<file path="src/bb_pkg.sv">
// ----------------------------------------------------------------------------
// Box blur package
// Shared types and constants for the 3x3 box-mean filter core.
// ----------------------------------------------------------------------------
`timescale 1ns / 1ps
`default_nettype none

package bb_pkg;

   // Fixed widths of the frame counters and of the neighbourhood sums.
   localparam int CNT_W        = 24;
   localparam int ROW_W        = CNT_W - 1;
   localparam int SUM_W        = 12;
   localparam int WIDTH_REG_W  = 12;
   localparam int HEIGHT_REG_W = 13;
   localparam int CSR_DATA_W   = 13;

   localparam int RESET_WIDTH  = 640;
   localparam int RESET_HEIGHT = 480;

   // Depths of the command queue and of the result queue.
   localparam int CQ_DEPTH = 4;
   localparam int OQ_DEPTH = 4;

   typedef enum logic {
      CMD_PIXEL = 1'b0,
      CMD_DRAIN = 1'b1
   } cmd_code_type;

   typedef enum logic {
      REG_IMAGE_WIDTH  = 1'b0,
      REG_IMAGE_HEIGHT = 1'b1
   } csr_index_type;

   typedef struct packed {
      logic [7:0] alpha;
      logic [7:0] blue;
      logic [7:0] green;
      logic [7:0] red;
   } pixel_type;

   typedef struct packed {
      cmd_code_type cmd;
      logic [7:0]   red_in;
      logic [7:0]   green_in;
      logic [7:0]   blue_in;
      logic [7:0]   alpha_in;
   } req_type;

   typedef struct packed {
      logic [7:0] red_out;
      logic [7:0] green_out;
      logic [7:0] blue_out;
      logic [7:0] alpha_out;
      logic       frame_last;
   } rsp_type;

   // One classified item handed from the front end to the filter pipeline.
   typedef struct packed {
      pixel_type pixel;
      logic      emit;
      logic      top_edge;
      logic      bottom_edge;
      logic      left_edge;
      logic      right_edge;
      logic      last;
   } cmd_type;

endpackage

`default_nettype wire

</file>
<file path="src/bb_front.sv">
// ----------------------------------------------------------------------------
// Box blur front end
// Accepts beats, drops drains inside the frame, tracks frame position and
// tags each kept beat with its output position before queueing it.
// ----------------------------------------------------------------------------
`timescale 1ns / 1ps
`default_nettype none

module bb_front #(
   parameter int MAX_WIDTH  = 2048,
   parameter int MAX_HEIGHT = 4096
) (
   input  wire logic                                  clock,
   input  wire logic                                  reset,
   input  wire logic                                  req_push,
   input  wire bb_pkg::req_type                       req_data,
   output logic                                       req_full,
   input  wire logic                                  cq_full,
   output logic                                       cq_push,
   output bb_pkg::cmd_type                            cq_data,
   input  wire logic [$clog2(MAX_WIDTH+1)-1:0]        img_w,
   input  wire logic [$clog2(MAX_HEIGHT+1)-1:0]       img_h,
   input  wire logic [$clog2(MAX_WIDTH+1)+$clog2(MAX_HEIGHT+1)-1:0] img_total,
   input  wire logic                                  recalc_busy,
   input  wire logic                                  pos_load,
   input  wire logic [$clog2(MAX_WIDTH)-1:0]          pos_col,
   input  wire logic [bb_pkg::ROW_W-1:0]              pos_row,
   output logic [bb_pkg::CNT_W-1:0]                   emitted
);

   import bb_pkg::*;

   localparam int CW = $clog2(MAX_WIDTH);

   logic [CNT_W-1:0] seen_ff, seen_in;
   logic [CNT_W-1:0] emitted_ff, emitted_in;
   logic [CW-1:0]    ocol_ff, ocol_in;
   logic [ROW_W-1:0] orow_ff, orow_in;
   logic             accept;
   logic             in_frame;
   logic             take;
   logic             emit;
   logic             last;

   assign emitted = emitted_ff;

   always_comb begin
      req_full = cq_full || recalc_busy;
      accept   = req_push && !req_full;
      in_frame = 32'(seen_ff) < 32'(img_total);
      take     = accept && !(in_frame && (req_data.cmd == CMD_DRAIN));
      emit     = 32'(seen_ff) >= (32'(img_w) + 32'd1);
      last     = (32'(emitted_ff) + 32'd1) >= 32'(img_total);

      cq_push = take;
      // Past the frame's last pixel every beat counts as a drain with no data.
      if (in_frame) begin
         cq_data.pixel.red   = req_data.red_in;
         cq_data.pixel.green = req_data.green_in;
         cq_data.pixel.blue  = req_data.blue_in;
         cq_data.pixel.alpha = req_data.alpha_in;
      end else begin
         cq_data.pixel = '0;
      end
      cq_data.emit        = emit;
      cq_data.top_edge    = (orow_ff == '0);
      cq_data.bottom_edge = 32'(orow_ff) >= (32'(img_h) - 32'd1);
      cq_data.left_edge   = (ocol_ff == '0);
      cq_data.right_edge  = (32'(ocol_ff) + 32'd1) >= 32'(img_w);
      cq_data.last        = last;

      seen_in    = seen_ff;
      emitted_in = emitted_ff;
      ocol_in    = ocol_ff;
      orow_in    = orow_ff;
      if (pos_load) begin
         ocol_in = pos_col;
         orow_in = pos_row;
      end
      if (take) begin
         seen_in = seen_ff + 1'b1;
         if (emit) begin
            if (last) begin
               seen_in    = '0;
               emitted_in = '0;
               ocol_in    = '0;
               orow_in    = '0;
            end else begin
               emitted_in = emitted_ff + 1'b1;
               if ((32'(ocol_ff) + 32'd1) >= 32'(img_w)) begin
                  ocol_in = '0;
                  orow_in = orow_ff + 1'b1;
               end else begin
                  ocol_in = ocol_ff + 1'b1;
               end
            end
         end
      end
   end

   always_ff @(posedge clock) begin
      if (reset) begin
         seen_ff    <= '0;
         emitted_ff <= '0;
         ocol_ff    <= '0;
         orow_ff    <= '0;
      end else begin
         seen_ff    <= seen_in;
         emitted_ff <= emitted_in;
         ocol_ff    <= ocol_in;
         orow_ff    <= orow_in;
      end
   end

endmodule

`default_nettype wire

</file>
<file path="config.mk">
export PLATFORM = sky130hd
export DESIGN_NAME = bb_front
export DESIGN_NICKNAME = d
export VERILOG_FILES = /design/src/bb_pkg.sv /design/src/bb_front.sv
export SDC_FILE = /design/constraint.sdc
export NUM_CORES = 1
export LEC_CHECK = 0
export ABC_AREA = 1
export BUFFER_PORTS_ARGS = -buffer_cell sky130_fd_sc_hd__buf_2
export CORE_MARGIN = 5
export CORE_UTILIZATION = 52
export CTS_CLUSTER_SIZE = 24
export DETAILED_ROUTE_END_ITERATION = 8
export PLACE_DENSITY = 0.84
export SLEW_MARGIN = 20
export SYNTH_ARGS = -nofsm -noshare
export SYNTH_HDL_FRONTEND = slang
export SYNTH_SLANG_ARGS = --single-unit
</file>
<file path="constraint.sdc">
create_clock -name clock -period 2.84 [get_ports clock]
set_input_delay 0.284 -clock clock [delete_from_list [all_inputs] [get_ports clock]]
set_output_delay 0.284 -clock clock [all_outputs]
set_load 0.02 [all_outputs]
</file>
==> impl_metrics.toml <==
[run_status]
status = "finished with violations"
violations = "negative setup slack"

[clock_tree]
postCtsHoldBufs = 0
clk_latency_ns = 0.37
clock_sinks = 82
htree_levels = 3
clkTransAtPathRegs_ns = 0.08
numCtsBuffers = 9
cts_tree = "done"
cts_buffer_depth = 2
cts_root_buf = "clkbuf_16"

[placement]
dp_hpwl_um = 23330
dp.cells = 2098
pre_cts_ws_ns = -0.3727
place.gp.congestion = 0.9985
io_buffer_count = 186

[worst_hold_path]
hold_path.class = "input pin to flop"

[detailed_routing]
drt_iter0_markers = 954
dr_total_vias = 11513
final_antenna_net_count = 0
dr.pass1.iters = 5
route.detailed.drc = 0
wl_um = 32990
wire_per_inst_um = 15.31
via_per_inst = 5.345

[sta]
finalHoldViolations = 0
finalCriticalPeriod_ns = 3.243
rsz0062_at_grt = "yes"
setup_tns_ns = -17.68
fin_crit_sh_pct = 114.2
setup_viol = 82
worst_pin_slew_ns = 0.6508
slew_violations = 0
setup_ws_ns = -0.4026
clock_skew_ns = 0.01265
slew-limit-headroom_pct = 56.61
max_clock_freq_mhz = 308.4
holdWs_ns = 0.2501

[floorplanning]
die_h_um = 144.0
dieArea_um2 = 20730
core-area_um2 = 17840
rows = 49
pin_count = 187
die_x_um = 144.0
initial_core_util_pct = 52.31

[global_routing]
grt_overflow_total = 0
grt_max_degree = 58
grt_pass1_wl_um = 50240
antenna_found_initial = 0
grt_pass1_vias = 10843
grt_usage_pct = 29.55

[finish]
nFillCells = 1426
fin_nets = 2145
syn2layout_area_growth_pct = 35.66
drive_gt1_share_pct = 26.87
fin_cells = 2154

[synth]
synth_flop_cell = "dfxtp_1"
synth.distinct_cells = 36
synth.cell_area_um2 = 9333
synth_cells = 1619
async_reset_ff_share_pct = 0
synth_seq_cells = 82
yosys-top-cells-count = "nand2_1, nor2_1, inv_1, ha_1, dfxtp_1"
netlist.area_leader.share_pct = 17.59
synth_edf_count = 0
seq_area_frac_synth_pct = 17.59
synth_fp_nets = 1845
synth.most_common_cell = "nand2_1"
syn-mean-instance-area_um2 = 5.764
yosys.area.top_type = "dfxtp_1"
ys_warn_count = 0
synth.area.top_cells = "dfxtp_1, nand2_1, ha_1"

[setup_path]
cp_slowest_cell = "dfxtp_2"
path_class = "flop to flop"
cp.arrival_ns = 3.50
cpMostUsedCell = "inv_1"
cp-start-kind = "flop"
critPathMaxStageDelay_ns = 0.33
endpoint_kind = "flop"
crit_fanout = 5
crit_chain = "inv_1, nor3_4, nand2_2, inv_1, nand2_1, xor2_1, inv_1, ha_1, nand4_1, nor2_1, nand4_1, nand3_2, buf_6, buf_4, nand2_2, nor2_2, buf_4, nor2_1, nand2_1, inv_1"
required_ns = 3.10

[power]
p_leak_nw = 7.057
power_mw = 3.287
peakVddDrop_v = 0.0003094
power_density_nw_per_um2 = 259.6

[run]
maxCapViolCount = 0
cell type report:
type | instances | area [um2] | share of cell area, %
diodes | 1 | 2.502 | 0.01976
clock buffers | 9 | 225.2 | 1.779
clock inverters | 7 | 76.32 | 0.6028
inverters | 300 | 1145 | 9.042
multi-input cells | 1192 | 7051 | 55.69
flip-flops and latches | 82 | 1674 | 13.22
well taps | 229 | 286.5 | 2.263
repair buffers | 334 | 2201 | 17.38
registers in the layout, summed over array words and instances (netlist names):
signal,cells
ocol_ff,11
orow_ff,23
seen_ff,24
emitted,24
metrics by stage:
stage          utilization [%]  cell area (um2)
6_report                 70.97            12660
5_1_grt                  70.95            12660
3_5_place_dp             63.00            11240
4_1_cts                  67.70            12080
3_3_place_gp             63.00            11240
2_1_floorplan                -             9428
kinds of logic (layout without fill, tap and decap cells):
logic type,after synthesis,count (layout),share of synthesized area (%)
AND/OR/NAND/NOR,864,864,37.71
buffers and inverters,345,650,14.77
AO/OA/AOI/OAI,143,143,8.258
adder cells (fa/ha/maj),103,103,13.81
flip-flops,82,82,17.59
XOR/XNOR,70,70,6.569
multiplexers,12,12,1.287
other,0,1,0
routing by layer:
layer / share of wire [%] / GRT usage, %
met3: 7.9 / 4.894
met4: 3.5 / 10.41
met1: 39 / 36.07
met5: 0 / 0
met2: 49 / 52.38
critical path, delay by kind of cell, from the launching register on:
kind	cells	cell delay (ns)
flip-flops	1	0.33
AND/OR/NAND/NOR	11	1.38
XOR/XNOR	1	0.28
buffers and inverters	7	0.85
adder cells (fa/ha/maj)	1	0.31
path summary, 6_finish.rpt:
path | startpoint | endpoint | cells past startpoint | slack [ns]
worst min-delay path | pos_row[1] | orow_ff[1] | 5 | 0.25
worst max register to register | emitted[6] | emitted[0] | 20 | -0.40
worst min register to register | seen_ff[23] | seen_ff[23] | 2 | 0.52
worst max-delay path | emitted[6] | emitted[0] | 20 | -0.40
where the power goes:
group | total [mW] | internal, mW | switching [mW]
Combinational | 0.779 | 0.325 | 0.454
Clock | 1.27 | 0.689 | 0.585
Sequential | 1.23 | 1.18 | 0.0574
cell usage in the layout (no fill, tap or decap), drive strengths merged:
cell type  Yosys  final
dfxtp         82     82
o31ai          1      1
and2           1      1
inv          299    300
clkbuf        17      9
nor3          24     24
nand4         32     32
or2            1      1
xor2          63     63
a21o           6      6
nor2         332    332
o21bai         7      7
buf           28    334
nor4           7      7
mux2i         12     12
diode          0      1
a21oi         82     82
nand3         71     71
xnor2          7      7
o2111ai        1      1
clkinvlp       0      3
ha           103    103
o21ai         44     44
nand3b         4      4
bufinv         0      1
clkinv         1      3
o21a           2      2
nand2        392    392
what timing repair did:
item                       in CTS  in global routing
setup endpoints to repair      84                 87
cloned                          2                  0
gates resized for setup        87                122
setup buffers                  26                 17
pin swaps                      30                 94
Power figures use the tool's default switching activity.
