==> src/bb_fifo.sv <==
// ----------------------------------------------------------------------------
// Box blur queue
// Small first-in first-out queue of register storage, head shown directly.
// ----------------------------------------------------------------------------
`timescale 1ns / 1ps
`default_nettype none

module bb_fifo #(
   parameter type item_type = logic,
   parameter int  DEPTH     = 4
) (
   input  wire logic     clock,
   input  wire logic     reset,
   input  wire logic     push,
   input  wire item_type push_data,
   output logic          full,
   input  wire logic     pop,
   output item_type      pop_data,
   output logic          empty
);

   localparam int PTR_W  = (DEPTH > 1) ? $clog2(DEPTH) : 1;
   localparam int FILL_W = $clog2(DEPTH + 1);

   item_type          store_ff [DEPTH];
   logic [PTR_W-1:0]  wr_ptr_ff, wr_ptr_in;
   logic [PTR_W-1:0]  rd_ptr_ff, rd_ptr_in;
   logic [FILL_W-1:0] fill_ff, fill_in;
   logic              do_push;
   logic              do_pop;

   always_comb begin
      full     = (fill_ff == FILL_W'(DEPTH));
      empty    = (fill_ff == '0);
      do_push  = push && !full;
      do_pop   = pop && !empty;
      pop_data = store_ff[rd_ptr_ff];

      wr_ptr_in = wr_ptr_ff;
      rd_ptr_in = rd_ptr_ff;
      if (do_push) begin
         wr_ptr_in = (wr_ptr_ff == PTR_W'(DEPTH - 1)) ? '0 : wr_ptr_ff + 1'b1;
      end
      if (do_pop) begin
         rd_ptr_in = (rd_ptr_ff == PTR_W'(DEPTH - 1)) ? '0 : rd_ptr_ff + 1'b1;
      end
      fill_in = fill_ff + FILL_W'(do_push) - FILL_W'(do_pop);
   end

   always_ff @(posedge clock) begin
      if (reset) begin
         wr_ptr_ff <= '0;
         rd_ptr_ff <= '0;
         fill_ff   <= '0;
      end else begin
         wr_ptr_ff <= wr_ptr_in;
         rd_ptr_ff <= rd_ptr_in;
         fill_ff   <= fill_in;
      end
   end

   always_ff @(posedge clock) begin
      if (do_push) begin
         store_ff[wr_ptr_ff] <= push_data;
      end
   end

endmodule

`default_nettype wire

==> config.mk <==
export PLATFORM = sky130hd
export DESIGN_NAME = bb_fifo
export DESIGN_NICKNAME = d
export VERILOG_FILES = /design/src/bb_fifo.sv
export SDC_FILE = /design/constraint.sdc
export NUM_CORES = 1
export LEC_CHECK = 0
export ABC_AREA = 1
export BUFFER_PORTS_ARGS = -buffer_cell sky130_fd_sc_hd__buf_2
export CORE_ASPECT_RATIO = 0.8
export CORE_UTILIZATION = 40
export CTS_BUF_LIST = sky130_fd_sc_hd__clkbuf_16
export DETAILED_ROUTE_END_ITERATION = 10
export GPL_TIMING_DRIVEN = 0
export HOLD_SLACK_MARGIN = 0.06
export PLACE_DENSITY_LB_ADDON = 0.3
export SYNTH_ARGS = -nofsm -noshare
export SYNTH_HDL_FRONTEND = slang
export SYNTH_SLANG_ARGS = --single-unit
==> constraint.sdc <==
create_clock -name clock -period 2.3 [get_ports clock]
set_clock_uncertainty 0.05 [all_clocks]
set_input_delay 0.46 -clock clock [delete_from_list [all_inputs] [get_ports clock]]
set_output_delay 0.46 -clock clock [all_outputs]
set_load 0.01 [all_outputs]
==> metrics, run 1 <==
Seq/Total Area, Yosys 45.28%; vias in the first global route 449; # hold bufs at CTS 0; H-Tree Depth 1; synth cell count leaders inv_1, nor2_1, nand2_1, dfxtp_1, ha_1; Antenna diodes 0; Fmax achieved 490.0 MHz; Syn Area/Cell 8.087 µm²; io pins 8; status finished clean; Rel. slew slack 88.43%; r2r startpoint fill_ff[1]; largest cells by area after synthesis dfxtp_1, edfxtp_1, ha_1, inv_1, nor2_1; share of cells above drive strength 1 13.98%; Filler cells 152; Worst EP arrival 2120 ps; Synth top area share 27.17%; total track usage 15.38%; Primary FF master, synth dfxtp_1; Cell Pwr Density 1280 mW/mm²; syn_nets 95; combinational power share 34.5%; core area 0.001471 mm²; Max Root-Sink Buffers 2; largest net degree at the start of global routing 8; Setup-failing EPs final 0; die footprint 0.001826 mm²; gpl congestion 0.7738; hpwl dp 803 µm; Hold Path Origin reset; worst-path maximum fanout 6; drt wl/cell 9.219 µm; Vias per Instance 4.386; setup TNS 0 ps; clock latency on the worst-skew pair 240 ps; most common cell in the synthesized netlist inv_1; Setup crit start kind register; Least-Margin Pin Slew 173.3 ps; postcts setup bufs 0; sequential cell area 300.3 µm²; area delta synth->final 21.13%; area of the multi-input gates 287.8 µm²; critical path class register to register; internal power 0.0006748 W; peak supply drop 0.6321 mV; Post-synth EDFFs 4; Seq pwr share 34.2%; DRC viols 0; YS warnings 0; total vias in the final route 500; cell taking the most area after synthesis dfxtp_1; initial core utilization 45.07%; first-pass GRT wire length 1794 µm; Worst setup EP type register; clock tree sinks 13; final worst path period share 88.73%; min-delay worst type input pin to register; final WL 1051 µm; Clock power frac 31.3%; CTS buffer count 3; dpl ws 233.1 ps; Initial DRC Count 14; port bufs 7; RSZ-0062 raised after global routing no; Data required, critical path 2380 ps; Remaining Overflow, GRT 0; Sw Ratio 34.39%; die width 47.52 µm; row count 12; post-synth cell types 13; NetSw 0.0003537 W; Final Non-Filler Cells 114; ys async rst share 0%; worst setup margin 259.2 ps; final slew viol count 0; Cells after Synth 82; CTS resizes 0; CTS root buf clkbuf_16; Die Ht 38.42 µm; Pre-antenna DRT Iters 4; Max Cap Viol 0; final antenna-violating net count 0; count of final hold-check violations 0; placed insts 110; Worst-path clk slew 40 ps; min Tclk post-route 2041 ps; nets 107; #FFs+latches synth 13; Total Power 0.001029 W; antenna violations before repair 0; synthesized area 663.1 µm²; leakage 0.4077 nW; CTS tree yes; Fin Hold WS 351.9 ps; CP Launch Point fill_ff[1]
-- metrics by stage --
| stage | utilization (%) | instance area (µm²) |
|---|---|---|
| 6_report | 54.59 | 803.3 |
| 5_1_grt | 54.59 | 803.3 |
| 4_1_cts | 54.59 | 803.3 |
| 3_5_place_dp | 49.23 | 724.4 |
| 3_3_place_gp | 49.23 | 724.4 |
| 2_1_floorplan | - | 663.1 |
-- power by group through the flow --
stage                     Sequential, W  Combinational [W]  Clock [W]
after floorplan                0.000344           0.000274          0
final                          0.000352           0.000355   0.000322
after CTS                      0.000352           0.000362   0.000333
after global placement         0.000353           0.000342          0
after detailed placement       0.000355           0.000359          0
after global routing           0.000362           0.000423   0.000345
-- cell usage in the layout, fill, tap and decap left out --
master,count
ha_1,7
nand2_2,2
edfxtp_1,4
a21oi_1,4
nand2_1,10
fa_1,1
nor2_1,15
o21ai_0,4
clkbuf_16,3
buf_2,7
nor2_2,1
inv_1,21
nand3_1,4
a21boi_0,1
dfxtp_1,9
-- cells by family (layout without fill, tap and decap cells) --
kind of cell	Yosys count	count (layout)	share of synthesized area [%]
DFF	13	13	45.28
buffers and inverters	20	31	11.32
and+or+nand+nor	32	32	20.00
AOI/OAI and AO/OA	9	9	7.170
adders and majority gates	8	8	16.23
-- path summary, 6_finish.rpt --
check               end  slack, ps  cells past startpoint
max          fill_ff[2]        260                     10
min          fill_ff[1]        350                      2
max reg2reg  fill_ff[2]        260                     10
min reg2reg    register        480                      2
-- final cells by class --
class | count | share of cell area [%]
multi-input cells | 49 | 35.83
inverters | 20 | 9.346
repair buffers | 7 | 4.361
flip-flops and latches | 13 | 37.38
well taps | 21 | 3.271
clock buffers | 3 | 9.346
clock inverters | 1 | 0.4673
-- layer usage --
metal | vias to the layer above | wire, µm | GRT usage, %
met2 | 7 | 482 | 25.68
met4 | 0 | 0 | 4.286
met1 | 221 | 518 | 16.52
met3 | 0 | 51 | 8.491
met5 | - | 0 | 0
li1 | 272 | - | -
-- critical path, stage by stage (launching register included) --
cell     delay (ps)
dfxtp_1         400
nor2_2           80
nand2_2         110
nand2_1         140
ha_1            310
inv_1            50
ha_1            130
inv_1            50
fa_1            360
o21ai_0         190
nor2_1           60
(Power assumes the default switching activity.)
==> inputs of run 2 (changes only) <==
--- a/config.mk
+++ b/config.mk
@@ -13,7 +13,7 @@
 export DETAILED_ROUTE_END_ITERATION = 10
 export GPL_TIMING_DRIVEN = 0
 export HOLD_SLACK_MARGIN = 0.06
-export PLACE_DENSITY_LB_ADDON = 0.3
+export PLACE_DENSITY = 0.63
 export SYNTH_ARGS = -nofsm -noshare
 export SYNTH_HDL_FRONTEND = slang
 export SYNTH_SLANG_ARGS = --single-unit
==> run 2 against run 1 <==
  * Wire length down 13%
  * Flip-flop and latch count unchanged
  * Highest routed layer is now met4
  * Maximum frequency is 0.31% higher
  * Critical path depth unchanged
  * Count of clock-buffer cells in the layout did not move
  * Die area is the same
  * Sequential power about the same
  * Largest power group is now sequential cells
  * Worst setup slack gained 6.3 ps
  * Critical path type unchanged
  * Largest cell class unchanged
==> metrics, run 2 (synthesis gave the netlist of run 1 again) <==
status finished clean (unchanged); final WL 914 µm (was 1051 µm); Max Root-Sink Buffers 2 (unchanged); Fin Hold WS 359.4 ps (was 351.9 ps); min Tclk post-route 2035 ps (was 2041 ps); Initial DRC Count 5 (was 14); initial core utilization 45.07% (unchanged); port bufs 7 (unchanged); Worst EP arrival 2110 ps (was 2120 ps); Seq pwr share 34.6% (was 34.2%); antenna violations before repair 0 (unchanged); peak supply drop 0.7546 mV (was 0.6321 mV); NetSw 0.0003374 W (was 0.0003537 W); vias in the first global route 413 (was 449); CTS tree yes (unchanged); io pins 8 (unchanged); worst-path maximum fanout 6 (unchanged); area of the multi-input gates 287.8 µm² (unchanged); Worst-path clk slew 40 ps (about the same); hpwl dp 719.3 µm (was 803 µm); postcts setup bufs 0 (unchanged); largest net degree at the start of global routing 8 (unchanged); Antenna diodes 0 (unchanged); Pre-antenna DRT Iters 4 (unchanged); Max Cap Viol 0 (unchanged); area delta synth->final 21.13% (unchanged); Fmax achieved 491.5 MHz (was 490.0 MHz); internal power 0.0006733 W (was 0.0006748 W); Sw Ratio 33.38% (was 34.39%); H-Tree Depth 1 (unchanged); count of final hold-check violations 0 (unchanged); total track usage 13.27% (was 15.38%); die width 47.52 µm (unchanged); share of cells above drive strength 1 13.98% (unchanged); CTS buffer count 3 (unchanged); Cell Pwr Density 1258 mW/mm² (was 1280 mW/mm²); sequential cell area 300.3 µm² (unchanged); commonest non-fill, non-tap cell in the layout inv_1 (unchanged); CTS resizes 0 (unchanged); setup TNS 0 ps (unchanged); core area 0.001471 mm² (unchanged); final worst path period share 88.46% (was 88.73%); Filler cells 155 (was 152); final antenna-violating net count 0 (unchanged); Layout Utilization 54.59% (unchanged); clock tree sinks 13 (unchanged); Worst setup EP type register (unchanged); clock latency on the worst-skew pair 240 ps (about the same); Data required, critical path 2380 ps (about the same); row count 12 (unchanged); Vias per Instance 4.158 (was 4.386); commonest non-fill, non-tap cells in the layout inv_1, nor2_1, nand2_1 (unchanged); critical path class register to register (unchanged); gpl congestion 0.6660 (was 0.7738); min-delay worst type input pin to register (unchanged); RSZ-0062 raised after global routing no (unchanged); Least-Margin Pin Slew 181.8 ps (was 173.3 ps); placed cell area 724.4 µm² (unchanged); Setup-failing EPs final 0 (unchanged); nets 107 (unchanged); Setup crit start kind register (unchanged); Clock power frac 30.9% (was 31.3%); first-pass GRT wire length 1559 µm (was 1794 µm); CTS root buf clkbuf_16 (unchanged); Rel. slew slack 87.87% (was 88.43%); post-route cell area 803.3 µm² (unchanged); combinational power share 34.4% (was 34.5%); drt wl/cell 8.018 µm (was 9.219 µm); final slew viol count 0 (unchanged); leakage 0.4077 nW (unchanged); Die Ht 38.42 µm (unchanged); die footprint 0.001826 mm² (unchanged); # hold bufs at CTS 0 (unchanged); total vias in the final route 474 (was 500); Remaining Overflow, GRT 0 (unchanged); DRC viols 0 (unchanged)
## run 2: cell counts in the layout (fill, tap and decap cells not counted)
Identical to the previous run, type by type.
## run 2: worst paths after layout
path	slack, ps	cells after the start	start	endpoint
hold / removal	360	2	reset	fill_ff[0]
hold reg to reg	470	2	rd_ptr_ff[1]	rd_ptr_ff[1]
setup reg to reg	270	10	fill_ff[1]	fill_ff[2]
setup / recovery	270	10	fill_ff[1]	fill_ff[2]
## run 2: routing by layer
metal	track usage (%)	up-vias	part of all wire, %
met1	14.66	194	50
met2	20.55	9	44
met4	6.429	0	1.2
met5	0	-	0
li1	-	269	-
met3	7.075	2	5.1
## run 2: power by group through the flow
stage / clock (W) / sequential (W) / combinational (W)
after global placement: 0 / 0.000353 / 0.000350
after CTS: 0.000323 / 0.000350 / 0.000356
after detailed placement: 0 / 0.000354 / 0.000353
after floorplan: 0 / 0.000344 / 0.000274
final: 0.000313 / 0.000350 / 0.000348
after global routing: 0.000339 / 0.000358 / 0.000419
## run 2: final cells by class
cell class              instances  area share (%)
flip-flops and latches         13           37.38
multi-input cells              49           35.83
clock buffers                   3           9.346
inverters                      20           9.346
repair buffers                  7           4.361
well taps                      21           3.271
clock inverters                 1          0.4673
## run 2: metrics by stage
stage               worst slack [ps]  instances  total power [W]
finish                         265.5        114         0.001011
global placement               284.7        110        0.0007024
CTS                            245.0        114         0.001029
global route                   134.2        114         0.001117
floorplan                      378.9         82        0.0006179
detailed placement             232.2        110        0.0007068
## run 2: critical path: stages (launching register included)
cell	delay [ps]
dfxtp_1	400
nor2_2	80
nand2_2	110
nand2_1	140
ha_1	310
inv_1	50
ha_1	120
inv_1	40
fa_1	370
o21ai_0	170
nor2_1	60
