## src/bb_pkg.sv

```systemverilog
// ----------------------------------------------------------------------------
// Box blur package
// Shared types and constants for the 3x3 box-mean filter core.
// ----------------------------------------------------------------------------
`timescale 1ns / 1ps
`default_nettype none

package bb_pkg;

   // Fixed widths of the frame counters and of the neighbourhood sums.
   localparam int CNT_W        = 24;
   localparam int ROW_W        = CNT_W - 1;
   localparam int SUM_W        = 12;
   localparam int WIDTH_REG_W  = 12;
   localparam int HEIGHT_REG_W = 13;
   localparam int CSR_DATA_W   = 13;

   localparam int RESET_WIDTH  = 640;
   localparam int RESET_HEIGHT = 480;

   // Depths of the command queue and of the result queue.
   localparam int CQ_DEPTH = 4;
   localparam int OQ_DEPTH = 4;

   typedef enum logic {
      CMD_PIXEL = 1'b0,
      CMD_DRAIN = 1'b1
   } cmd_code_type;

   typedef enum logic {
      REG_IMAGE_WIDTH  = 1'b0,
      REG_IMAGE_HEIGHT = 1'b1
   } csr_index_type;

   typedef struct packed {
      logic [7:0] alpha;
      logic [7:0] blue;
      logic [7:0] green;
      logic [7:0] red;
   } pixel_type;

   typedef struct packed {
      cmd_code_type cmd;
      logic [7:0]   red_in;
      logic [7:0]   green_in;
      logic [7:0]   blue_in;
      logic [7:0]   alpha_in;
   } req_type;

   typedef struct packed {
      logic [7:0] red_out;
      logic [7:0] green_out;
      logic [7:0] blue_out;
      logic [7:0] alpha_out;
      logic       frame_last;
   } rsp_type;

   // One classified item handed from the front end to the filter pipeline.
   typedef struct packed {
      pixel_type pixel;
      logic      emit;
      logic      top_edge;
      logic      bottom_edge;
      logic      left_edge;
      logic      right_edge;
      logic      last;
   } cmd_type;

endpackage

`default_nettype wire

```

## src/bb_csr.sv

```systemverilog
// ----------------------------------------------------------------------------
// Box blur configuration registers
// Frame size registers, clamped size and pixel total, and a serial divider
// that rebuilds the output position after the frame size changes.
// ----------------------------------------------------------------------------
`timescale 1ns / 1ps
`default_nettype none

module bb_csr #(
   parameter int MAX_WIDTH  = 2048,
   parameter int MAX_HEIGHT = 4096
) (
   input  wire logic                                  clock,
   input  wire logic                                  reset,
   input  wire logic                                  csr_valid,
   output logic                                       csr_ready,
   input  wire bb_pkg::csr_index_type                 csr_index,
   input  wire logic [bb_pkg::CSR_DATA_W-1:0]         csr_wdata,
   input  wire logic [bb_pkg::CNT_W-1:0]              emitted,
   output logic [$clog2(MAX_WIDTH+1)-1:0]             img_w,
   output logic [$clog2(MAX_HEIGHT+1)-1:0]            img_h,
   output logic [$clog2(MAX_WIDTH+1)+$clog2(MAX_HEIGHT+1)-1:0] img_total,
   output logic                                       recalc_busy,
   output logic                                       pos_load,
   output logic [$clog2(MAX_WIDTH)-1:0]               pos_col,
   output logic [bb_pkg::ROW_W-1:0]                   pos_row
);

   import bb_pkg::*;

   localparam int WW        = $clog2(MAX_WIDTH + 1);
   localparam int HW        = $clog2(MAX_HEIGHT + 1);
   localparam int TW        = WW + HW;
   localparam int CW        = $clog2(MAX_WIDTH);
   localparam int STEP_W    = $clog2(CNT_W);
   localparam int RST_W     = (RESET_WIDTH > MAX_WIDTH) ? MAX_WIDTH : RESET_WIDTH;
   localparam int RST_H     = (RESET_HEIGHT > MAX_HEIGHT) ? MAX_HEIGHT : RESET_HEIGHT;
   localparam int RST_TOTAL = RST_W * RST_H;

   typedef enum logic [1:0] {
      ST_IDLE,
      ST_LOAD,
      ST_DIV,
      ST_DONE
   } state_type;

   state_type               state_ff, state_in;
   logic [WIDTH_REG_W-1:0]  width_ff, width_in;
   logic [HEIGHT_REG_W-1:0] height_ff, height_in;
   logic [TW-1:0]           total_ff;
   logic [WW-1:0]           rem_ff, rem_in;
   logic [CNT_W-1:0]        quo_ff, quo_in;
   logic [STEP_W-1:0]       step_ff, step_in;
   logic [WW:0]             trial;
   logic                    write;

   assign csr_ready = 1'b1;
   assign write     = csr_valid && csr_ready;

   // Registers are used clamped to the supported frame size.
   always_comb begin
      if (width_ff < WIDTH_REG_W'(2)) begin
         img_w = WW'(2);
      end else if (32'(width_ff) > 32'(MAX_WIDTH)) begin
         img_w = WW'(MAX_WIDTH);
      end else begin
         img_w = WW'(width_ff);
      end
      if (height_ff < HEIGHT_REG_W'(2)) begin
         img_h = HW'(2);
      end else if (32'(height_ff) > 32'(MAX_HEIGHT)) begin
         img_h = HW'(MAX_HEIGHT);
      end else begin
         img_h = HW'(height_ff);
      end
   end

   assign img_total   = total_ff;
   assign recalc_busy = (state_ff != ST_IDLE);
   assign pos_load    = (state_ff == ST_DONE);
   assign pos_col     = CW'(rem_ff);
   assign pos_row     = quo_ff[ROW_W-1:0];

   always_comb begin
      width_in  = width_ff;
      height_in = height_ff;
      if (write) begin
         case (csr_index)
            REG_IMAGE_WIDTH: begin
               width_in = csr_wdata[WIDTH_REG_W-1:0];
            end
            REG_IMAGE_HEIGHT: begin
               height_in = csr_wdata[HEIGHT_REG_W-1:0];
            end
            default: begin
               width_in = width_ff;
            end
         endcase
      end
   end

   // Restoring division of the emitted count by the new width, one
   // quotient bit a cycle: the remainder is the column, the quotient the row.
   always_comb begin
      state_in = state_ff;
      rem_in   = rem_ff;
      quo_in   = quo_ff;
      step_in  = step_ff;
      trial    = {rem_ff, quo_ff[CNT_W-1]};
      case (state_ff)
         ST_IDLE: begin
            state_in = ST_IDLE;
         end
         ST_LOAD: begin
            rem_in   = '0;
            quo_in   = emitted;
            step_in  = '0;
            state_in = ST_DIV;
         end
         ST_DIV: begin
            if (trial >= {1'b0, img_w}) begin
               rem_in = WW'(trial - {1'b0, img_w});
               quo_in = {quo_ff[CNT_W-2:0], 1'b1};
            end else begin
               rem_in = trial[WW-1:0];
               quo_in = {quo_ff[CNT_W-2:0], 1'b0};
            end
            step_in = step_ff + 1'b1;
            if (step_ff == STEP_W'(CNT_W - 1)) begin
               state_in = ST_DONE;
            end
         end
         ST_DONE: begin
            state_in = ST_IDLE;
         end
         default: begin
            state_in = ST_IDLE;
         end
      endcase
      if (write) begin
         state_in = ST_LOAD;
      end
   end

   always_ff @(posedge clock) begin
      if (reset) begin
         state_ff  <= ST_IDLE;
         width_ff  <= WIDTH_REG_W'(RESET_WIDTH);
         height_ff <= HEIGHT_REG_W'(RESET_HEIGHT);
         total_ff  <= TW'(RST_TOTAL);
         step_ff   <= '0;
      end else begin
         state_ff  <= state_in;
         width_ff  <= width_in;
         height_ff <= height_in;
         total_ff  <= TW'(img_w) * TW'(img_h);
         step_ff   <= step_in;
         rem_ff    <= rem_in;
         quo_ff    <= quo_in;
      end
   end

endmodule

`default_nettype wire

```

## config.mk

```make
export PLATFORM = sky130hd
export DESIGN_NAME = bb_csr
export DESIGN_NICKNAME = d
export VERILOG_FILES = /design/src/bb_pkg.sv /design/src/bb_csr.sv
export SDC_FILE = /design/constraint.sdc
export NUM_CORES = 1
export LEC_CHECK = 0
export BUFFER_PORTS_ARGS = -buffer_cell sky130_fd_sc_hd__buf_4
export CORE_MARGIN = 1.5
export CORE_UTILIZATION = 40
export CTS_CLUSTER_SIZE = 14
export DETAILED_ROUTE_END_ITERATION = 6
export SYNTH_ARGS = -nofsm -noshare
export SYNTH_HDL_FRONTEND = slang
export SYNTH_SLANG_ARGS = --single-unit
```

## constraint.sdc

```tcl
create_clock -name clock -period 14.1 [get_ports clock]
set_input_delay 2.115 -clock clock [delete_from_list [all_inputs] [get_ports clock]]
set_output_delay 2.115 -clock clock [all_outputs]
set_load 0.1 [all_outputs]
```

==> run summary <==
run status: completed
Seq/Total Area, Yosys: 0.239
min-delay worst type: flip-flop to flip-flop
Seq pwr share: 0.299
post-synthesis area per instance: 8.85 um^2
Die Y-Extent: 156 um
ANT nets after route: 0
setup violators final: 0
DRC Markers: 0
routed length per instance: 15.4 um
worst slew pin tran: 1.02 ns
most common cell in the netlist: nand2_1
Root Buffer: clkbuf_16
Vias: 7156
vias in the first global route: 7190
achievable frequency: 144 MHz
DRT Pass-1 Iters: 5
final wirelength: 21.8 mm
Switching Share: 0.451
crit path capture type: flip-flop
Worst VDD drop: 55.1 uV
Post-CTS Setup Inserts: 0
hold_buf cts: 0
Net Sw Power: 0.000471 W
Area growth, synth to finish: 13.4%
DRT iter0 DRCs: 416
Clk Latency, worst-skew pair: 0.36 ns
type of origin of the critical path: flip-flop
Async SR Flop Fraction: 0
M3 GR Usage: 0.0378
Crit Path Max Fanout: 16
setup TNS: 0 ns
period utilisation layout: 0.492
row count: 55
most frequent cells after synthesis: nand2_1 (169), inv_1 (155), fa_1 (111), nor2_1 (92), ha_1 (78)
share of cells above drive strength 1: 0.162
CTS buffer count: 9
num ports: 128
max-cap viol count: 0
clock network fraction of total power: 0.237
design internal power: 0.000574 W
Detail Placement HPWL: 17.2 mm
Top Usage Layer GRT: met2
Distinct cells, synth: 55
Slew headroom: 0.318
WS Path Type: flip-flop to flip-flop
initial antenna violation count: 0
Tmin final: 6.94 ns
CTS sink cnt: 93
critical path required time: 14.39 ns
flops & latches, synth: 93
M1 GR Usage: 0.258
Final Max Slew Viols: 0
gr usage total: 0.192
TritonCTS clock tree: built
chip width: 156 um
power density over the cells: 98.9 mW/mm^2
met2 Usage GRT: 0.317
Gate power share: 0.463
IO buf count: 126
CP arrival: 7.23 ns
largest area contributor in the synthesized netlist: fa_1
Lkg Pwr: 5.05 nW
Core Footprint: 0.0227 mm^2
Antenna diodes: 0
Clock Pin Slew Worst Setup and Hold Paths: 0.08 ns
post_cts resized: 0
DIE AREA: 0.0242 mm^2
Remaining Overflow, GRT: 0
mapped cell area: 0.00931 mm^2
Mapped Cells: 1053
Synth top area share: 0.239
pin count of the biggest net entering global routing: 59
routability cong.: 0.888
main flop type after synthesis: dfxtp_1
CTS H-tree depth: 3
Worst R2R Setup Slack: 7.16 ns
total nets after synthesis: 1283
synth top area cells: fa_1 (24%), dfxtp_1 (12%), edfxtp_1 (12%)
Place WS: 7.22 ns
Clock Skew: 0.0129 ns
Yosys warnings: 0
post-route setup slack: 7.16 ns
Net count, final: 1355
first-pass GRT wire length: 36.7 mm
Final Hold Viols: 0
Initial Util: 0.410
maximum root-to-sink buffer count: 2
RSZ-0062 raised after global routing: false
Avg Vias per Cell: 5.06
EDFF count, synth: 36
## kinds of logic (layout without fill, tap and decap cells)
group,after synthesis,in the layout,synth area share
AND/OR/NAND/NOR,365,365,0.174
XOR/XNOR,24,24,0.0226
flip-flops,93,93,0.239
adder cells (fa/ha/maj),189,189,0.343
other,1,1,0.000403
buffers and inverters,239,316,0.111
AO/OA/AOI/OAI,113,113,0.0756
multiplexers,29,29,0.0344
## metrics by stage
| stage | instance area, um^2 | power, W | utilization | instances | hold slack (ns) |
|---|---|---|---|---|---|
| 6_report | 10600 | 0.00104 | 0.465 | 1415 | 0.468 |
| 5_1_grt | 10600 | 0.00112 | 0.465 | 1415 | 0.509 |
| 4_1_cts | 10600 | 0.00106 | 0.465 | 1415 | 0.471 |
| 3_5_place_dp | 10300 | 0.000804 | 0.452 | 1399 | 0.460 |
| 3_3_place_gp | 10300 | 0.000802 | 0.452 | 1399 | 0.454 |
| 2_1_floorplan | 9310 | 0.000707 | - | 1053 | 0.442 |
## per-layer routing
layer  vias up  wire length (um)
met5         -                 0
met3        24              1130
li1       3448                 -
met1      3504              9800
met4         0               396
met2       180             10500
## layout by cell type (no fill, tap or decap), drive strengths merged, types with 2 or more instances in the layout
cell / n
a211oi: 6
a21o: 11
a21oi: 43
a22oi: 2
a31oi: 5
and2: 10
and3: 3
buf: 132
clkbuf: 9
clkinv: 13
clkinvlp: 2
dfxtp: 57
edfxtp: 36
fa: 111
ha: 78
inv: 160
mux2: 24
mux2i: 5
nand2: 169
nand2b: 17
nand3: 10
nand3b: 9
nand4: 9
nor2: 92
nor2b: 17
nor3: 12
nor3b: 2
nor4: 7
o21a: 5
o21ai: 24
o21bai: 2
o221ai: 3
o31a: 2
o31ai: 4
or2: 3
or4: 2
xnor2: 15
xor2: 9
## worst max-delay path: stages, from the launching register on
cell and delay, ns:
dfxtp_1 0.72, inv_1 0.36, nand2_1 0.44, clkinv_1 0.48, nand2_1 0.22, fa_1 0.47, fa_1 0.55, inv_1 0.06
fa_1 0.52, fa_1 0.55, inv_1 0.05, fa_1 0.53, inv_1 0.04, ha_1 0.38, nand4_1 0.15, nor3_1 0.24
a21oi_1 0.18, o21ai_0 0.42, nand2_1 0.10, a22oi_1 0.20, mux2i_1 0.21
## worst paths after layout
check | endpoint | start | cells past startpoint
max | img_total[23] | width_ff[11] | 20
min | width_ff[5] | width_ff[5] | 2
max reg2reg | img_total[23] | width_ff[11] | 20
min reg2reg | width_ff[5] | width_ff[5] | 2
## layout make-up
cell class | count | area [um^2]
clock buffers | 9 | 225
well taps | 285 | 357
multi-input cells | 721 | 6070
clock inverters | 7 | 68.8
inverters | 168 | 631
fillers | 2208 | 12100
repair buffers | 132 | 991
flip-flops and latches | 93 | 2220
## sequential cells by signal (all words and copies together) (netlist names)
register and cells:
height_ff 13, width_ff 12, quo_ff 24, rem_ff 12, img_total 25, state_ff 2, step_ff 5
## power groups by stage
stage	Sequential, W	Clock [W]	Combinational [W]
2_1_floorplan	0.000408	0	0.000299
3_3_place_gp	0.000319	0	0.000483
3_5_place_dp	0.000320	0	0.000485
4_1_cts	0.000313	0.000258	0.000488
5_1_grt	0.000316	0.000267	0.000534
6_report	0.000313	0.000248	0.000484
Note: power is estimated with default switching activity, not from simulation.
